--- config.mk ---
export PLATFORM = sky130hd
export DESIGN_NAME = bsc_back
export DESIGN_NICKNAME = d
export VERILOG_FILES = /design/src/rtl/core/assert_macros.svh /design/src/rtl/core/bsc_pkg.sv /design/src/rtl/core/bsc_back.sv
export SDC_FILE = /design/constraint.sdc
export NUM_CORES = 2
export LEC_CHECK = 0
export ABC_CLOCK_PERIOD_IN_PS = 12200
export BUFFER_PORTS_ARGS = -buffer_cell sky130_fd_sc_hd__buf_2
export CAP_MARGIN = 20
export CORE_MARGIN = 2
export CORE_UTILIZATION = 45
export CTS_CLUSTER_SIZE = 16
export DETAILED_ROUTE_END_ITERATION = 6
export PLACE_DENSITY = 0.63
export REMOVE_ABC_BUFFERS = 1
export SLEW_MARGIN = 40
export SYNTH_ARGS = -nofsm -noshare
export SYNTH_HDL_FRONTEND = slang
export SYNTH_SLANG_ARGS = --single-unit
--- constraint.sdc ---
create_clock -name clock -period 12.2 [get_ports clock]
set_clock_uncertainty 0.15 [all_clocks]
set_input_delay 1.83 -clock clock [delete_from_list [all_inputs] [get_ports clock]]
set_output_delay 1.83 -clock clock [all_outputs]
set_load 0.1 [all_outputs]
--- src/rtl/core/assert_macros.svh ---
// assertion macros used by the top-level rtl file
`ifndef ASSERT_MACROS_SVH
`define ASSERT_MACROS_SVH
`ifndef SYNTHESIS
`define CHECK_IMPLY(lbl, clk, rst, pre, post) \
   lbl: assert property (@(posedge clk) disable iff (rst) (pre) |-> (post)) \
      else $error("check failed");
`define CHECK_NEXT(lbl, clk, rst, pre, post) \
   lbl: assert property (@(posedge clk) disable iff (rst) (pre) |=> (post)) \
      else $error("check failed");
`else
`define CHECK_IMPLY(lbl, clk, rst, pre, post)
`define CHECK_NEXT(lbl, clk, rst, pre, post)
`endif
`endif

--- src/rtl/core/bsc_pkg.sv ---
// types and constants of the barometric compensation datapath
package bsc_pkg;
   localparam int unsigned WORD_W = 32;
   localparam int unsigned RAW_W = 20;
   localparam int unsigned CSR_IDX_W = 3;
   localparam int unsigned CSR_DATA_W = 64;
   localparam int unsigned DIV_CELLS = 32;

   localparam logic [CSR_IDX_W-1:0] REG_CAL_T = 3'd0;
   localparam logic [CSR_IDX_W-1:0] REG_CAL_PL = 3'd1;
   localparam logic [CSR_IDX_W-1:0] REG_CAL_PM = 3'd2;
   localparam logic [CSR_IDX_W-1:0] REG_CAL_PH = 3'd3;

   localparam logic [31:0] FINE_OFS = 32'd64000;
   localparam logic [31:0] P1_OFS = 32'd32768;
   localparam logic [31:0] RAW_FULL = 32'd1048576;
   localparam logic [31:0] P_SCALE = 32'd3125;
   localparam logic [31:0] SIGN_BIT = 32'h8000_0000;
   localparam logic [31:0] ROUND_T = 32'd128;

   typedef logic [31:0] word_type;

   // one transfer through the divider row
   typedef struct packed {
      word_type rem;
      word_type num;
      word_type quo;
      word_type dvs;
      logic     dbl;
      logic     dz;
      word_type temp;
      word_type fine;
   } div_cell_type;

   function automatic word_type sext16(input logic [15:0] w);
      return {{16{w[15]}}, w};
   endfunction
endpackage

--- src/rtl/core/bsc_back.sv ---
// pressure correction after the division and the result register
module bsc_back (
   input  logic                  clock,
   input  logic                  reset,
   input  logic                  in_valid,
   input  bsc_pkg::div_cell_type in_data,
   input  logic [63:0]           cal_pm,
   input  logic [15:0]           cal_ph,
   input  logic                  dn_ready,
   output logic                  up_ready,
   output logic                  out_valid,
   output logic [31:0]           out_temp,
   output logic [31:0]           out_fine,
   output logic [31:0]           out_press,
   output logic                  out_dz
);
   import bsc_pkg::*;

   localparam int unsigned STAGES = 3;

   word_type p7, p8, p9;
   logic [STAGES-1:0] v_ff;
   logic [STAGES-1:0] en;

   word_type b1_p_ff, b1_sq_ff, b1_pb_ff, b1_temp_ff, b1_fine_ff;
   word_type b1_p_in, b1_sq_in, b1_pb_in;
   logic     b1_dz_ff, b2_dz_ff, b3_dz_ff;
   word_type b2_p_ff, b2_x_ff, b2_bq_ff, b2_temp_ff, b2_fine_ff, b2_x_in, b2_bq_in;
   word_type b3_p_ff, b3_temp_ff, b3_fine_ff, b3_p_in;

   assign p7 = sext16(cal_pm[47:32]);
   assign p8 = sext16(cal_pm[63:48]);
   assign p9 = sext16(cal_ph);

   always_comb begin
      en[STAGES-1] = !v_ff[STAGES-1] || dn_ready;
      for (int k = STAGES - 2; k >= 0; k--) begin
         en[k] = !v_ff[k] || en[k+1];
      end
   end
   assign up_ready = en[0];

   always_ff @(posedge clock) begin
      if (reset) begin
         v_ff <= '0;
      end else begin
         for (int k = 0; k < STAGES; k++) begin
            if (en[k]) begin
               v_ff[k] <= (k == 0) ? in_valid : v_ff[(k == 0) ? 0 : k - 1];
            end
         end
      end
   end

   always_comb begin
      b1_p_in = in_data.dbl ? {in_data.quo[30:0], 1'b0} : in_data.quo;
      b1_sq_in = (b1_p_in >> 3) * (b1_p_in >> 3);
      b1_pb_in = (b1_p_in >> 2) * p8;
      b2_x_in = p9 * (b1_sq_ff >> 13);
      b2_bq_in = $unsigned($signed(b1_pb_ff) >>> 13);
      b3_p_in = b2_dz_ff ? '0 :
                b2_p_ff + $unsigned($signed($unsigned($signed(b2_x_ff) >>> 12)
                                            + b2_bq_ff + p7) >>> 4);
   end

   always_ff @(posedge clock) begin
      if (en[0]) begin
         b1_p_ff <= b1_p_in;
         b1_sq_ff <= b1_sq_in;
         b1_pb_ff <= b1_pb_in;
         b1_dz_ff <= in_data.dz;
         b1_temp_ff <= in_data.temp;
         b1_fine_ff <= in_data.fine;
      end
      if (en[1]) begin
         b2_p_ff <= b1_p_ff;
         b2_x_ff <= b2_x_in;
         b2_bq_ff <= b2_bq_in;
         b2_dz_ff <= b1_dz_ff;
         b2_temp_ff <= b1_temp_ff;
         b2_fine_ff <= b1_fine_ff;
      end
      if (en[2]) begin
         b3_p_ff <= b3_p_in;
         b3_dz_ff <= b2_dz_ff;
         b3_temp_ff <= b2_temp_ff;
         b3_fine_ff <= b2_fine_ff;
      end
   end

   assign out_valid = v_ff[STAGES-1];
   assign out_temp = b3_temp_ff;
   assign out_fine = b3_fine_ff;
   assign out_press = b3_p_ff;
   assign out_dz = b3_dz_ff;
endmodule

# ---- Word-level counts from Yosys, hierarchy flattened
# Index checks and enable logic that the tools add are counted.
# Widths: inputs -> output; s select.
dict set report word_totals {
  regBits 409
  input_bits 278
  out_inout_bits 99
}
dict set report op_classes {
  n_addsub 3
  n_mul 3
  muxes 1
  reduce_logical 6
}
# operator n
set ops {}
lappend ops {{$add 32x32->32} 1}
lappend ops {{$mul 16x20->32} 1}
lappend ops {{$mul 29x29->32} 1}
lappend ops {{$mul 31x16->32} 1}
lappend ops {{$mux 32} 1}
lappend ops {{$add 21x16->22} 1}
lappend ops {{$add 20x19->21} 1}
lappend ops {{$logic_not 1->1} 3}
lappend ops {{$logic_or 1x1->1} 3}

# ---- Longest topological paths before layout
dict set report logic_depth {
  depth_word 4
  ltp_mapped 33
}

# ---- Least setup slack after synthesis
# No wires, ideal clock.
dict set report synth_timing {
  path_type {input-to-reg}
  startpoint {in in_data[65] (netlist name)}
  endpoint {reg b1_sq_ff[31] (data pin)}
  setup_ns 0.260
  arrival_ns 9.412
  required_ns 11.790
  slack_ns 2.378
  stages 31
  path_buffers 5
  cell_sequence {buf_4 > buf_6 > buf_4 > buf_2 > mux2i_1 > inv_1 > clkbuf_1 > nand2_1 > inv_1 > fa_1 > fa_1 > fa_1 > inv_1 > fa_1 > inv_1 > fa_1 > inv_1 > fa_1 > inv_1 > fa_1 > fa_1 > ha_1 > and3_1 > a32o_1 > a31o_2 > o21ai_1 > a31oi_1 > a41oi_1 > a21oi_1 > a21oi_1 > xnor2_1}
}
dict set report synth_via {
  elab_chain_cells 2
}
# item line
set synth_lines {}
lappend synth_lines {{from (decl)} bsc_back.sv:6} ;# input bsc_pkg::div_cell_type in_data,
lappend synth_lines {{$mux 32} bsc_back.sv:56} ;# b1_p_in = in_data.dbl ? {in_data.quo[30:0], 1'b0} : in_data.quo;
lappend synth_lines {{$mul 29x29->32} bsc_back.sv:57} ;# b1_sq_in = (b1_p_in >> 3) * (b1_p_in >> 3);
lappend synth_lines {{net b1_sq_in[31]} bsc_back.sv:26} ;# word_type b1_p_in, b1_sq_in, b1_pb_in;
lappend synth_lines {{to (signal assigned)} bsc_back.sv:69} ;# b1_sq_ff <= b1_sq_in;
lappend synth_lines {{to (decl)} bsc_back.sv:25} ;# word_type b1_p_ff, b1_sq_ff, b1_pb_ff, b1_temp_ff, b1_fine_ff;
# The timed path passes the listed nets, and every way through them passes these cells.
# A chain may end at the register's enable or synchronous reset.

# ---- Final worst setup path
# Ends and elaborated chain as after synthesis.

==> results_dict.tcl <==
set metrics [dict create \
    ff_latch_area_um2 11100 \
    grt_pass1_wl_um 184000 \
    track_usage 0.219 \
    fin_nets 6292 \
    drive_gt1_frac 0.0834 \
    port_buffers 248 \
    wl_per_cell_um 18.5 \
    finalWorstSetupSlack_ns 2.41 \
    start_util 0.453 \
    clockRootBuffer "clkbuf_16" \
    critPathLaunchType "primary input" \
    clk_pin_slew_ns 0.06 \
    multi_input_area_um2 31600 \
    synth_top_area_cell "fa_1" \
    ctsLongestPathBuffers 3 \
    hpwl_um 91200 \
    mostFrequentLayoutCell "inv_1" \
    grt_max_degree 70 \
    finalSetupTns_ns 0 \
    ctsResizeCount 0 \
    cp.buffers_inverters 8 \
    status "complete, no violations" \
    gp_congestion 0.901 \
    ys_seq_elements 371 \
    setup_violations 0 \
    synth_edf_count 368 \
    clk_latency_ns 0.55 \
    worst_ep_arrival_time_ns 9.92 \
    ios 377 \
    fp-row-count 119 \
    drc 0 \
    grt_pass1_vias 33563 \
    vias 30984 \
    drt_iter0_markers 1663 \
    cts_tree "done" \
    ant_nets 0 \
    fin_util 0.492 \
    worst_slew_pin_slew_ns 0.858 \
    netlist_area_um2 47500 \
    postCtsSetupBuffers 0 \
    cap_violations 0 \
    worst-endpoint-required_ns 12.33 \
    slowest_stage "mux2i_1" \
    drv_slew 0 \
    ys.flop_type "edfxtp_1" \
    synth_top_area_share 0.389 \
    yosysUniqueCellTypes 82 \
    hp-class "flip-flop to flip-flop" \
    fillCellCount 9594 \
    antenna_found_initial 4 \
    fin_crit_sh 0.803 \
    fmax_mhz 102 \
    yosysSeqAreaShare 0.234 \
    maxSlewHeadroom 0.428 \
    fp.dieW_um 329 \
    core_area_um2 105000 \
    dieHeight_um 329 \
    syn_avg_cell_area_um2 10.5 \
    critical_path.max_stage_delay_ns 0.72 \
    rsz0062_at_grt "no" \
    yosysWarningCount 0 \
    critPathTopFamily "adder cells" \
    syn_inst 4546 \
    clock_sink_count 371 \
    dr.pass1.iters 5 \
    cts_htree_levels 2 \
    vias_per_cell 5.03 \
    cts_hold_buf 0 \
    synth_area_leaders "fa_1 (39%), edfxtp_1 (23%), ha_1 (9.5%)" \
    dieArea_um2 108000 \
    cp-end-kind "flip-flop" \
    final_cell_mix "inv_1 (1126), fa_1 (923), nand2_1 (592)" \
    overflow 0 \
    routed_wl_um 114000 \
    worstPathMaxFanout 33 \
    worst-setup-path-type "primary input to flip-flop" \
    cts_buffers 38 \
    dpl_worst_slack_ns 1.88 \
    area_growth_pct 8.67 \
    hold_viol_final 0 \
    fin_crit_ns 9.79 \
    synthArstFlopShare 0 \
]
==> area by class of cell <==
type,instances,share of cell area
Timing Repair Buffer,306,0.0327
Inverter,1132,0.0825
Clock buffer,52,0.0200
Multi-Input combinational cell,2883,0.611
Clock inverter,18,0.00446
Sequential cell,371,0.215
Antenna cell,3,0.000145
Tap cell,1391,0.0337
==> metal layers <==
layer / part of all wire / track usage
met2: 0.48 / 0.371
met4: 0.024 / 0.0504
met1: 0.42 / 0.302
met3: 0.070 / 0.0295
met5: 0.00026 / 0
==> stage by stage <==
stage,std cells,hold slack (ns),instance area (um2)
3_5_place_dp,6082,0.255,50300
3_3_place_gp,6082,0.250,50300
6_report,6156,0.256,51600
4_1_cts,6152,0.250,51600
2_1_floorplan,4386,0.250,46900
5_1_grt,6154,0.258,51600
==> synth_stat cells, types with 3 or more instances <==
master and instances:
inv_1 1128, fa_1 923, nand2_1 593, edfxtp_1 368, ha_1 359, nor2_1 230
and2_1 229, clkbuf_1 145, xnor2_1 102, a21oi_1 71, xor2_1 37, nor3_1 36
o21ai_0 36, a21o_1 26, nand2b_1 26, mux2i_1 25, nand3_1 21, o21a_1 21
nor2b_1 18, and3_1 12, buf_1 9, nand4_1 9, or3_1 7, a211oi_1 6
o211ai_1 6, a31oi_1 5, a21boi_0 4, and4_1 4, mux2_2 4, mux2i_2 4
nor4_1 4, a211o_1 3, buf_2 3, clkinv_1 3, dfxtp_1 3, o21ai_1 3
o21bai_1 3, o31ai_1 3, or2_2 3
==> cells by family after synthesis <==
family / after synthesis / share of synthesized area
mux: 35 / 0.00832
fa+ha+maj: 1282 / 0.483
simple gates: 1200 / 0.114
flops: 371 / 0.234
xor+xnor: 139 / 0.0256
buf+inv: 1292 / 0.102
compound gates: 227 / 0.0325
==> final timing paths <==
check                            from                       end  slack [ns]  depth (start not counted)
max                       in_data[65]    b1_sq_ff[31]$_DFFE_PP_        2.41                         28
min          b1_temp_ff[12]$_DFFE_PP_  b2_temp_ff[12]$_DFFE_PP_        0.26                          0
max reg2reg    b1_sq_ff[20]$_DFFE_PP_     b2_x_ff[31]$_DFFE_PP_        5.12                         20
min reg2reg  b1_temp_ff[12]$_DFFE_PP_  b2_temp_ff[12]$_DFFE_PP_        0.26                          0
==> registers in the layout, summed over array words and instances (netlist names), 20 cells and up <==
name,cells
b1_fine_ff,32
b1_p_ff,32
b1_temp_ff,32
b2_fine_ff,32
b2_p_ff,32
b2_temp_ff,32
b2_x_ff,20
out_fine,32
out_press,32
out_temp,32
Power is left out: the tool's default activity adds up to more than one toggle a clock period on the data nets, which glitch-free logic cannot reach.
