File: src/rtl/core/assert_macros.svh
// assertion macros used by the top-level rtl file
`ifndef ASSERT_MACROS_SVH
`define ASSERT_MACROS_SVH
`ifndef SYNTHESIS
`define CHECK_IMPLY(lbl, clk, rst, pre, post) \
   lbl: assert property (@(posedge clk) disable iff (rst) (pre) |-> (post)) \
      else $error("check failed");
`define CHECK_NEXT(lbl, clk, rst, pre, post) \
   lbl: assert property (@(posedge clk) disable iff (rst) (pre) |=> (post)) \
      else $error("check failed");
`else
`define CHECK_IMPLY(lbl, clk, rst, pre, post)
`define CHECK_NEXT(lbl, clk, rst, pre, post)
`endif
`endif

File: src/rtl/core/bsc_pkg.sv
// types and constants of the barometric compensation datapath
package bsc_pkg;
   localparam int unsigned WORD_W = 32;
   localparam int unsigned RAW_W = 20;
   localparam int unsigned CSR_IDX_W = 3;
   localparam int unsigned CSR_DATA_W = 64;
   localparam int unsigned DIV_CELLS = 32;

   localparam logic [CSR_IDX_W-1:0] REG_CAL_T = 3'd0;
   localparam logic [CSR_IDX_W-1:0] REG_CAL_PL = 3'd1;
   localparam logic [CSR_IDX_W-1:0] REG_CAL_PM = 3'd2;
   localparam logic [CSR_IDX_W-1:0] REG_CAL_PH = 3'd3;

   localparam logic [31:0] FINE_OFS = 32'd64000;
   localparam logic [31:0] P1_OFS = 32'd32768;
   localparam logic [31:0] RAW_FULL = 32'd1048576;
   localparam logic [31:0] P_SCALE = 32'd3125;
   localparam logic [31:0] SIGN_BIT = 32'h8000_0000;
   localparam logic [31:0] ROUND_T = 32'd128;

   typedef logic [31:0] word_type;

   // one transfer through the divider row
   typedef struct packed {
      word_type rem;
      word_type num;
      word_type quo;
      word_type dvs;
      logic     dbl;
      logic     dz;
      word_type temp;
      word_type fine;
   } div_cell_type;

   function automatic word_type sext16(input logic [15:0] w);
      return {{16{w[15]}}, w};
   endfunction
endpackage

File: src/rtl/core/bsc_div_cell.sv
// one restoring division cell, one quotient bit per transfer
module bsc_div_cell (
   input  logic                  clock,
   input  logic                  reset,
   input  logic                  in_valid,
   input  bsc_pkg::div_cell_type in_data,
   input  logic                  dn_ready,
   output logic                  up_ready,
   output logic                  out_valid,
   output bsc_pkg::div_cell_type out_data
);
   import bsc_pkg::*;

   logic         v_ff;
   div_cell_type d_ff, d_in;
   logic [32:0]  trial;
   logic         fits;

   assign up_ready = !v_ff || dn_ready;

   always_comb begin
      trial = {in_data.rem, in_data.num[31]};
      fits = trial >= {1'b0, in_data.dvs};
      d_in = in_data;
      d_in.rem = fits ? 32'(trial - {1'b0, in_data.dvs}) : trial[31:0];
      d_in.num = in_data.num << 1;
      d_in.quo = {in_data.quo[30:0], fits};
   end

   always_ff @(posedge clock) begin
      if (reset) begin
         v_ff <= 1'b0;
      end else if (up_ready) begin
         v_ff <= in_valid;
      end
   end

   always_ff @(posedge clock) begin
      if (up_ready) begin
         d_ff <= d_in;
      end
   end

   assign out_valid = v_ff;
   assign out_data = d_ff;
endmodule

File: config.mk
export PLATFORM = sky130hd
export DESIGN_NAME = bsc_div_cell
export DESIGN_NICKNAME = d
export VERILOG_FILES = /design/src/rtl/core/assert_macros.svh /design/src/rtl/core/bsc_pkg.sv /design/src/rtl/core/bsc_div_cell.sv
export SDC_FILE = /design/constraint.sdc
export NUM_CORES = 1
export LEC_CHECK = 0
export BUFFER_PORTS_ARGS = -buffer_cell sky130_fd_sc_hd__buf_2
export CAP_MARGIN = 10
export CELL_PAD_IN_SITES_DETAIL_PLACEMENT = 1
export CELL_PAD_IN_SITES_GLOBAL_PLACEMENT = 1
export CORE_MARGIN = 2
export CORE_UTILIZATION = 36
export CTS_BUF_LIST = sky130_fd_sc_hd__clkbuf_4 sky130_fd_sc_hd__clkbuf_8 sky130_fd_sc_hd__clkbuf_16
export DETAILED_ROUTE_END_ITERATION = 10
export PLACE_DENSITY_LB_ADDON = 0.1
export REMOVE_ABC_BUFFERS = 1
export SYNTH_ARGS = -nofsm -noshare
export SYNTH_HDL_FRONTEND = slang
export SYNTH_SLANG_ARGS = --single-unit
File: constraint.sdc
create_clock -name clock -period 6.62 [get_ports clock]
set_input_delay 0.662 -clock clock [delete_from_list [all_inputs] [get_ports clock]]
set_output_delay 0.662 -clock clock [all_outputs]
set_load 0.005 [all_outputs]
# [Word-level counts from Yosys, hierarchy flattened]
# Cells that the tools add are included.
[word_totals] output_inout_bits=196 ff_bits=194 input_bits=198
[classes] reduce_logical=2 addsub=1 order_cmp=1 mux=1
[op_table] cell="33-bit by 32-bit greater-or-equal comparator with 1-bit output" n=1
[op_table] cell="32-bit two-way mux" n=1
[op_table] cell="32-bit subtractor" n=1
[op_table] cell="1-bit zero test" n=1
[op_table] cell="1-bit logical OR" n=1

# [Logic depth before layout (Yosys ltp)]
# Gate-level depths: netlist (run 1).
[depth] word_depth=2 ltp_mapped=13

# [Worst setup path after synthesis (run 1)]
# Ideal clock, no wire load.
[synth_timing] path_type="input port to output port" start="input dn_ready" end="output up_ready" setup_slack_ns=0.612 t_arrival_ns=5.346 stages=1 path_buffers=0 path_cell_list="nand2b_1"
[synth_via] elab_chain_len=1
[synth_lines] element="from (decl)" line_no="bsc_div_cell.sv:7" source="input logic dn_ready,"
[synth_lines] element="1-bit logical OR" line_no="bsc_div_cell.sv:19" source="assign up_ready = !v_ff || dn_ready;"
[synth_lines] element="to (decl)" line_no="bsc_div_cell.sv:8" source="output logic up_ready,"
# Every way passes these cells.

==> impl_metrics.env, run 1 <==
export IMPL_status="completed"
export IMPL_crit_path_end="out_data[165]$_DFFE_PP_"
export IMPL_setup_tns_ns=0
export IMPL_seq_area_frac_synth_pct=72.4
export IMPL_grt_usage_pct=21.0
export IMPL_routed_top_layer="met5"
export IMPL_route_met2_wl_um=13200
export IMPL_p_leak_nw=4.92
export IMPL_multi_input_area_mm2=0.00200
export IMPL_synth_edf_count=193
export IMPL_skew_ns=0.0123
export IMPL_row_count=54
export IMPL_crit_slowest_cell="o31ai_4"
export IMPL_syn_avg_cell_area_um2=14.9
export IMPL_drtAntennaViolNets=0
export IMPL_grt_max_degree=72
export IMPL_grt_pass1_wl_um=37000
export IMPL_route_detailed_drc=0
export IMPL_grt_overflow_total=0
export IMPL_finalCritPeriodShare_pct=55.7
export IMPL_setup_ws_ns=2.94
export IMPL_die_area_mm2=0.0235
export IMPL_maxCapViolations=0
export IMPL_tightest_slew_ns=0.997
export IMPL_root_buffer="clkbuf_16"
export IMPL_path_clk_slew_ns=0.08
export IMPL_crit_family="compound AO/OA/AOI/OAI gates"
export IMPL_hold_slack_ns=0.382
export IMPL_hold_viol=0
export IMPL_regArea_mm2=0.00582
export IMPL_r2r_slack_ns=4.26
export IMPL_area_delta_synth_final_pct=35.7
export IMPL_gp_congestion=0.788
export IMPL_final_max_slew_viol_count=0
export IMPL_drive_gt1_share_pct=46.1
export IMPL_fin_cells=1233
export IMPL_cts_tree="done"
export IMPL_synthesis_area_mm2=0.00803
export IMPL_dpl_instance_area_mm2=0.0103
export IMPL_cts_setup_buffers=0
export IMPL_syn_inst=540
export IMPL_drt_met1_wl_um=9780
export IMPL_setup_violations_final=0
export IMPL_ctsResizeCount=0
export IMPL_crit_chain="buf_2 -> inv_1 -> ha_1 -> nand4_1 -> or4_1 -> a21oi_1 -> nor3_1 -> a211oi_2 -> o21ai_2 -> o31ai_4 -> buf_12 -> mux2_2"
export IMPL_peakVddDrop_uv=150
export IMPL_htree_num_levels=4
export IMPL_p_per_area_mw_per_mm2=275
export IMPL_timing_rr_end="out_data[60]$_DFFE_PP_"
export IMPL_synth_cell_types=49
export IMPL_drt_pass1_iterations=4
export IMPL_die_w_um=153
export IMPL_place_ws_ns=2.45
export IMPL_routed_wl_met3_um=1580
export IMPL_fin_crit_ns=3.68
export IMPL_ys_seq_elements=194
export IMPL_nFillCells=2366
export IMPL_clkLatencyLatePin_ns=0.42
export IMPL_cts_path_max_buffers=2
export IMPL_final_nets=1168
export IMPL_clock_sinks=194
export IMPL_end_kind="flop"
export IMPL_dp_cells=1198
export IMPL_finalInstanceArea_mm2=0.0109
export IMPL_path_class="input port to flop"
export IMPL_coreArea_mm2=0.0219
export IMPL_cts_buffers=17
export IMPL_path_depth=12
export IMPL_drt_initial_drc_count=244
export IMPL_async_flop_share_pct=0
export IMPL_initial_utilization_pct=36.7
export IMPL_port_buffers=391
export IMPL_io_pins=394
export IMPL_dp_final_hpwl_um=20200
export IMPL_max_stage_delay_ns=0.56
export IMPL_die_y_um=153
export IMPL_startpoint_type="input port"
export IMPL_rsz0062_at_grt="false"
export IMPL_vias=5889
export IMPL_cp_required_ns=6.79
export IMPL_slew_headroom_pct=33.5
export IMPL_ctsHoldBuffers=0
export IMPL_ys_warnings_count=0
export IMPL_crit_start="in_data[73]"
export IMPL_crit_buf_inv=3
export IMPL_critPathMaxFanout=44
export IMPL_r2r_start="out_valid$_SDFFE_PP0P_"
export IMPL_min_path_type="input port to flop"
export IMPL_grt_pass1_vias=6103
export IMPL_arrival_ns=3.86
export IMPL_antenna_found_initial=3
export IMPL_synth_flop_cell="edfxtp_1"
export IMPL_viasPerCell=4.78
export IMPL_drt_wl_total_um=25300
export IMPL_reg2reg_depth=2
export IMPL_wire_per_inst_um=20.6
export IMPL_fmax_mhz=271
-- worst min path at each step --
stage                            start                 endpoint  slack (ns)  cells past startpoint
after floorplan                  reset   out_valid$_SDFFE_PP0P_        0.73                      1
after global placement           reset   out_valid$_SDFFE_PP0P_        0.82                      2
after detailed placement         reset   out_valid$_SDFFE_PP0P_        0.82                      2
after CTS                        reset   out_valid$_SDFFE_PP0P_        0.36                      2
after global routing      in_data[128]  out_data[129]$_DFFE_PP_        0.37                      1
final                            reset   out_valid$_SDFFE_PP0P_        0.38                      2
-- flip-flops by register name, summed over array words and instances, names as in the netlist --
signal / count
out_data: 193
out_valid: 1
-- kinds of logic after synthesis --
group | Yosys count | synth area share, %
muxes | 12 | 1.65
and+or+nand+nor | 99 | 5.58
xor gates and xnor gates | 27 | 2.94
AOI/OAI and AO/OA | 119 | 9.30
DFF | 194 | 72.4
other | 1 | 0.0467
adders and majority gates | 33 | 5.24
buffers and inverters | 55 | 2.82
-- Yosys cell counts, types with 4 or more instances --
| cell | count | area [um^2] |
|---|---|---|
| clkbuf_1 | 8 | 30.0 |
| edfxtp_1 | 193 | 5800 |
| ha_1 | 32 | 400 |
| buf_2 | 4 | 20.0 |
| a21oi_1 | 56 | 280 |
| nand4_1 | 7 | 43.8 |
| nand2b_1 | 5 | 31.3 |
| buf_4 | 4 | 30.0 |
| nand3_1 | 8 | 40.0 |
| xnor2_1 | 15 | 131 |
| o211ai_1 | 4 | 30.0 |
| xor2_1 | 12 | 105 |
| o21a_1 | 6 | 45.0 |
| nor4_1 | 4 | 25.0 |
| inv_1 | 39 | 146 |
| a21o_1 | 13 | 97.6 |
| mux2_1 | 4 | 45.0 |
| mux2_2 | 6 | 67.6 |
| o21ai_0 | 15 | 75.1 |
| nor2_1 | 37 | 139 |
| nand2_1 | 28 | 105 |
-- final cells by class --
cell class	instances	share of cell area, %
Antenna cell	3	0.0689
Multi-Input combinational cell	291	18.3
Clock buffer	18	3.97
Tap cell	280	3.21
Inverter	39	1.34
Sequential cell	194	53.4
Clock inverter	14	1.47
Timing Repair Buffer	394	18.3
-- through the flow --
stage	total power (W)	util, %
finish	0.00300	49.8
global route	0.00313	49.8
CTS	0.00304	49.8
detailed placement	0.00201	47.1
global placement	0.00200	47.1
floorplan	0.00176	-
-- cell usage in the layout (no fill, tap or decap), types with 4 or more instances in the layout --
| master | n |
|---|---|
| buf_2 | 391 |
| edfxtp_1 | 193 |
| a21oi_1 | 56 |
| inv_1 | 39 |
| nor2_1 | 37 |
| ha_1 | 32 |
| nand2_1 | 28 |
| clkbuf_16 | 17 |
| o21ai_0 | 15 |
| xnor2_1 | 15 |
| a21o_1 | 13 |
| xor2_1 | 12 |
| nand3_1 | 8 |
| nand4_1 | 7 |
| o21a_1 | 6 |
| mux2_2 | 6 |
| o211ai_1 | 4 |
| nor4_1 | 4 |
| nand2b_1 | 4 |
| mux2_1 | 4 |
| clkinv_8 | 4 |
| inv_6 | 4 |
-- routing by layer --
layer / global-route usage (%) / up-vias
li1: - / 2816
met5: 0 / -
met4: 7.30 / 2
met3: 6.38 / 37
met2: 38.3 / 207
met1: 23.2 / 2827
-- where the power goes --
group	internal (W)	switching [W]	leakage [nW]
Clock	0.000513	0.000508	0.290
Sequential	0.00148	0.0000266	2.00
Combinational	0.000210	0.000256	2.62
Total	0.00220	0.000790	4.92
Power figures use the tool's default switching activity.
==> run 2, diff against run 1 <==
==> constraint.sdc (replaced) <==
create_clock -name clock -period 3.6 [get_ports clock]
set_input_delay 0.36 -clock clock [delete_from_list [all_inputs] [get_ports clock]]
set_output_delay 0.36 -clock clock [all_outputs]
set_load 0.005 [all_outputs]
==> impl_metrics.env, run 2 (synthesis results as in run 1) <==
export IMPL_cts_path_max_buffers=2
export IMPL_cp_required_ns=3.78
export IMPL_viasPerCell=4.76
export IMPL_final_cell_mix="buf_2 (391), edfxtp_1 (193), a21oi_1 (56), inv_1 (39), nor2_1 (37)"
export IMPL_antenna_found_initial=6
export IMPL_crit_family="compound AO/OA/AOI/OAI gates"
export IMPL_route_detailed_drc=0
export IMPL_cts_tree="done"
export IMPL_port_buffers=391
export IMPL_layout_commonest_cell="buf_2"
export IMPL_dpl_instance_area_mm2=0.0105
export IMPL_grt_pass1_wl_um=37200
export IMPL_p_total_w=0.00556
export IMPL_grt_overflow_total=0
export IMPL_fmax_mhz=329
export IMPL_max_stage_delay_ns=0.41
export IMPL_final_nets=1190
export IMPL_cts_setup_buffers=0
export IMPL_area_delta_synth_final_pct=38.2
export IMPL_maxCapViolations=0
export IMPL_drt_pass1_iterations=4
export IMPL_io_pins=394
export IMPL_p_per_area_mw_per_mm2=501
export IMPL_end_kind="flop"
export IMPL_grt_usage_pct=21.0
export IMPL_p_leak_nw=5.04
export IMPL_drt_wl_total_um=25400
export IMPL_ctsHoldBuffers=0
export IMPL_vias=5973
export IMPL_dp_final_hpwl_um=20500
export IMPL_gp_congestion=0.829
export IMPL_drt_initial_drc_count=262
export IMPL_final_max_slew_viol_count=0
export IMPL_die_y_um=153
export IMPL_nFillCells=2425
export IMPL_hold_viol=0
export IMPL_arrival_ns=3.22
export IMPL_multi_input_area_mm2=0.00200
export IMPL_path_clk_slew_ns=0.07
export IMPL_clkLatencyLatePin_ns=0.43
export IMPL_skew_ns=0.0101
export IMPL_slew_headroom_pct=55.1
export IMPL_peakVddDrop_uv=263
export IMPL_critPathMaxFanout=2
export IMPL_clock_sinks=194
export IMPL_crit_slowest_cell="fa_1"
export IMPL_tightest_slew_ns=0.674
export IMPL_rsz0062_at_grt="false"
export IMPL_ctsResizeCount=0
export IMPL_largest_reg_flops=193
export IMPL_root_buffer="clkbuf_16"
export IMPL_regArea_mm2=0.00582
export IMPL_cts_buffers=17
export IMPL_path_depth=12
export IMPL_hold_slack_ns=0.0781
export IMPL_hold_depth=2
export IMPL_grt_pass1_vias=6125
export IMPL_reg2reg_depth=2
export IMPL_path_class="input port to flop"
export IMPL_crit_buf_inv=1
export IMPL_initial_utilization_pct=36.7
export IMPL_die_w_um=153
export IMPL_min_path_type="input port to flop"
export IMPL_fin_crit_ns=3.04
export IMPL_drive_gt1_share_pct=47.3
export IMPL_status="completed"
export IMPL_startpoint_type="input port"
export IMPL_grt_max_degree=55
export IMPL_drtAntennaViolNets=0
export IMPL_finalInstanceArea_mm2=0.0111
export IMPL_row_count=54
export IMPL_setup_violations_final=0
export IMPL_cpMostUsedCell="a21oi_1"
export IMPL_crit_chain="buf_2 -> ha_1 -> fa_1 -> nand2b_1 -> a21oi_1 -> o2111ai_1 -> o311a_1 -> a21oi_1 -> a21oi_1 -> o41ai_1 -> xor2_1 -> mux2_1"
export IMPL_htree_num_levels=4
export IMPL_finalCritPeriodShare_pct=84.4
export IMPL_wire_per_inst_um=20.2
export IMPL_die_area_mm2=0.0235
export IMPL_coreArea_mm2=0.0219
==> run 2: cell types whose count changed in the layout (fill, tap and decap cells not counted) <==
cell / change
clkinvlp_4: +1
clkinv_8: -2
inv_8: +2
buf_12: +3
inv_6: -2
buf_4: +19
inv_12: +1
==> run 2: through the flow <==
stage | setup TNS (ns) | utilization (%) | cells | setup WS (ns)
6_report | 0 | 50.7 | 1255 | 0.563
3_5_place_dp | 0 | 48.0 | 1220 | 0.0733
2_1_floorplan | -398.45 | - | 524 | -2.04
5_1_grt | 0 | 50.7 | 1254 | 0.363
3_3_place_gp | 0 | 48.0 | 1220 | 0.118
4_1_cts | 0 | 50.7 | 1252 | 0.515
==> run 2: layout make-up <==
class | count | area share (%)
sequential | 194 | 52.4
timing repair buffer | 416 | 19.8
multi-input combinational | 291 | 18.0
clock buffer | 18 | 3.90
tap | 280 | 3.16
clock inverter | 14 | 1.41
inverter | 39 | 1.32
antenna | 3 | 0.0676
==> run 2: power by group <==
group,total [W],internal (W),switching [W]
Combinational,0.000894,0.000415,0.000478
Sequential,0.00277,0.00272,0.0000495
Clock,0.00189,0.000946,0.000945
Total,0.00556,0.00408,0.00147
==> run 2: worst paths after layout <==
check | slack, ns | to | startpoint
hold reg to reg | 1.13 | out_data[61]$_DFFE_PP_ | out_valid$_SDFFE_PP0P_
setup reg to reg | 1.98 | out_data[5]$_DFFE_PP_ | out_valid$_SDFFE_PP0P_
setup / recovery | 0.56 | out_data[192]$_DFFE_PP_ | in_data[66]
hold / removal | 0.08 | out_valid$_SDFFE_PP0P_ | reset
==> run 2: routing by layer <==
layer  up-vias  track usage [%]  share of wire, %
met5         -                0              0.15
met4         6             6.47               2.0
met3        35             6.10               6.7
met2       226             37.6                52
met1      2846             24.4                39
li1       2860                -                 -
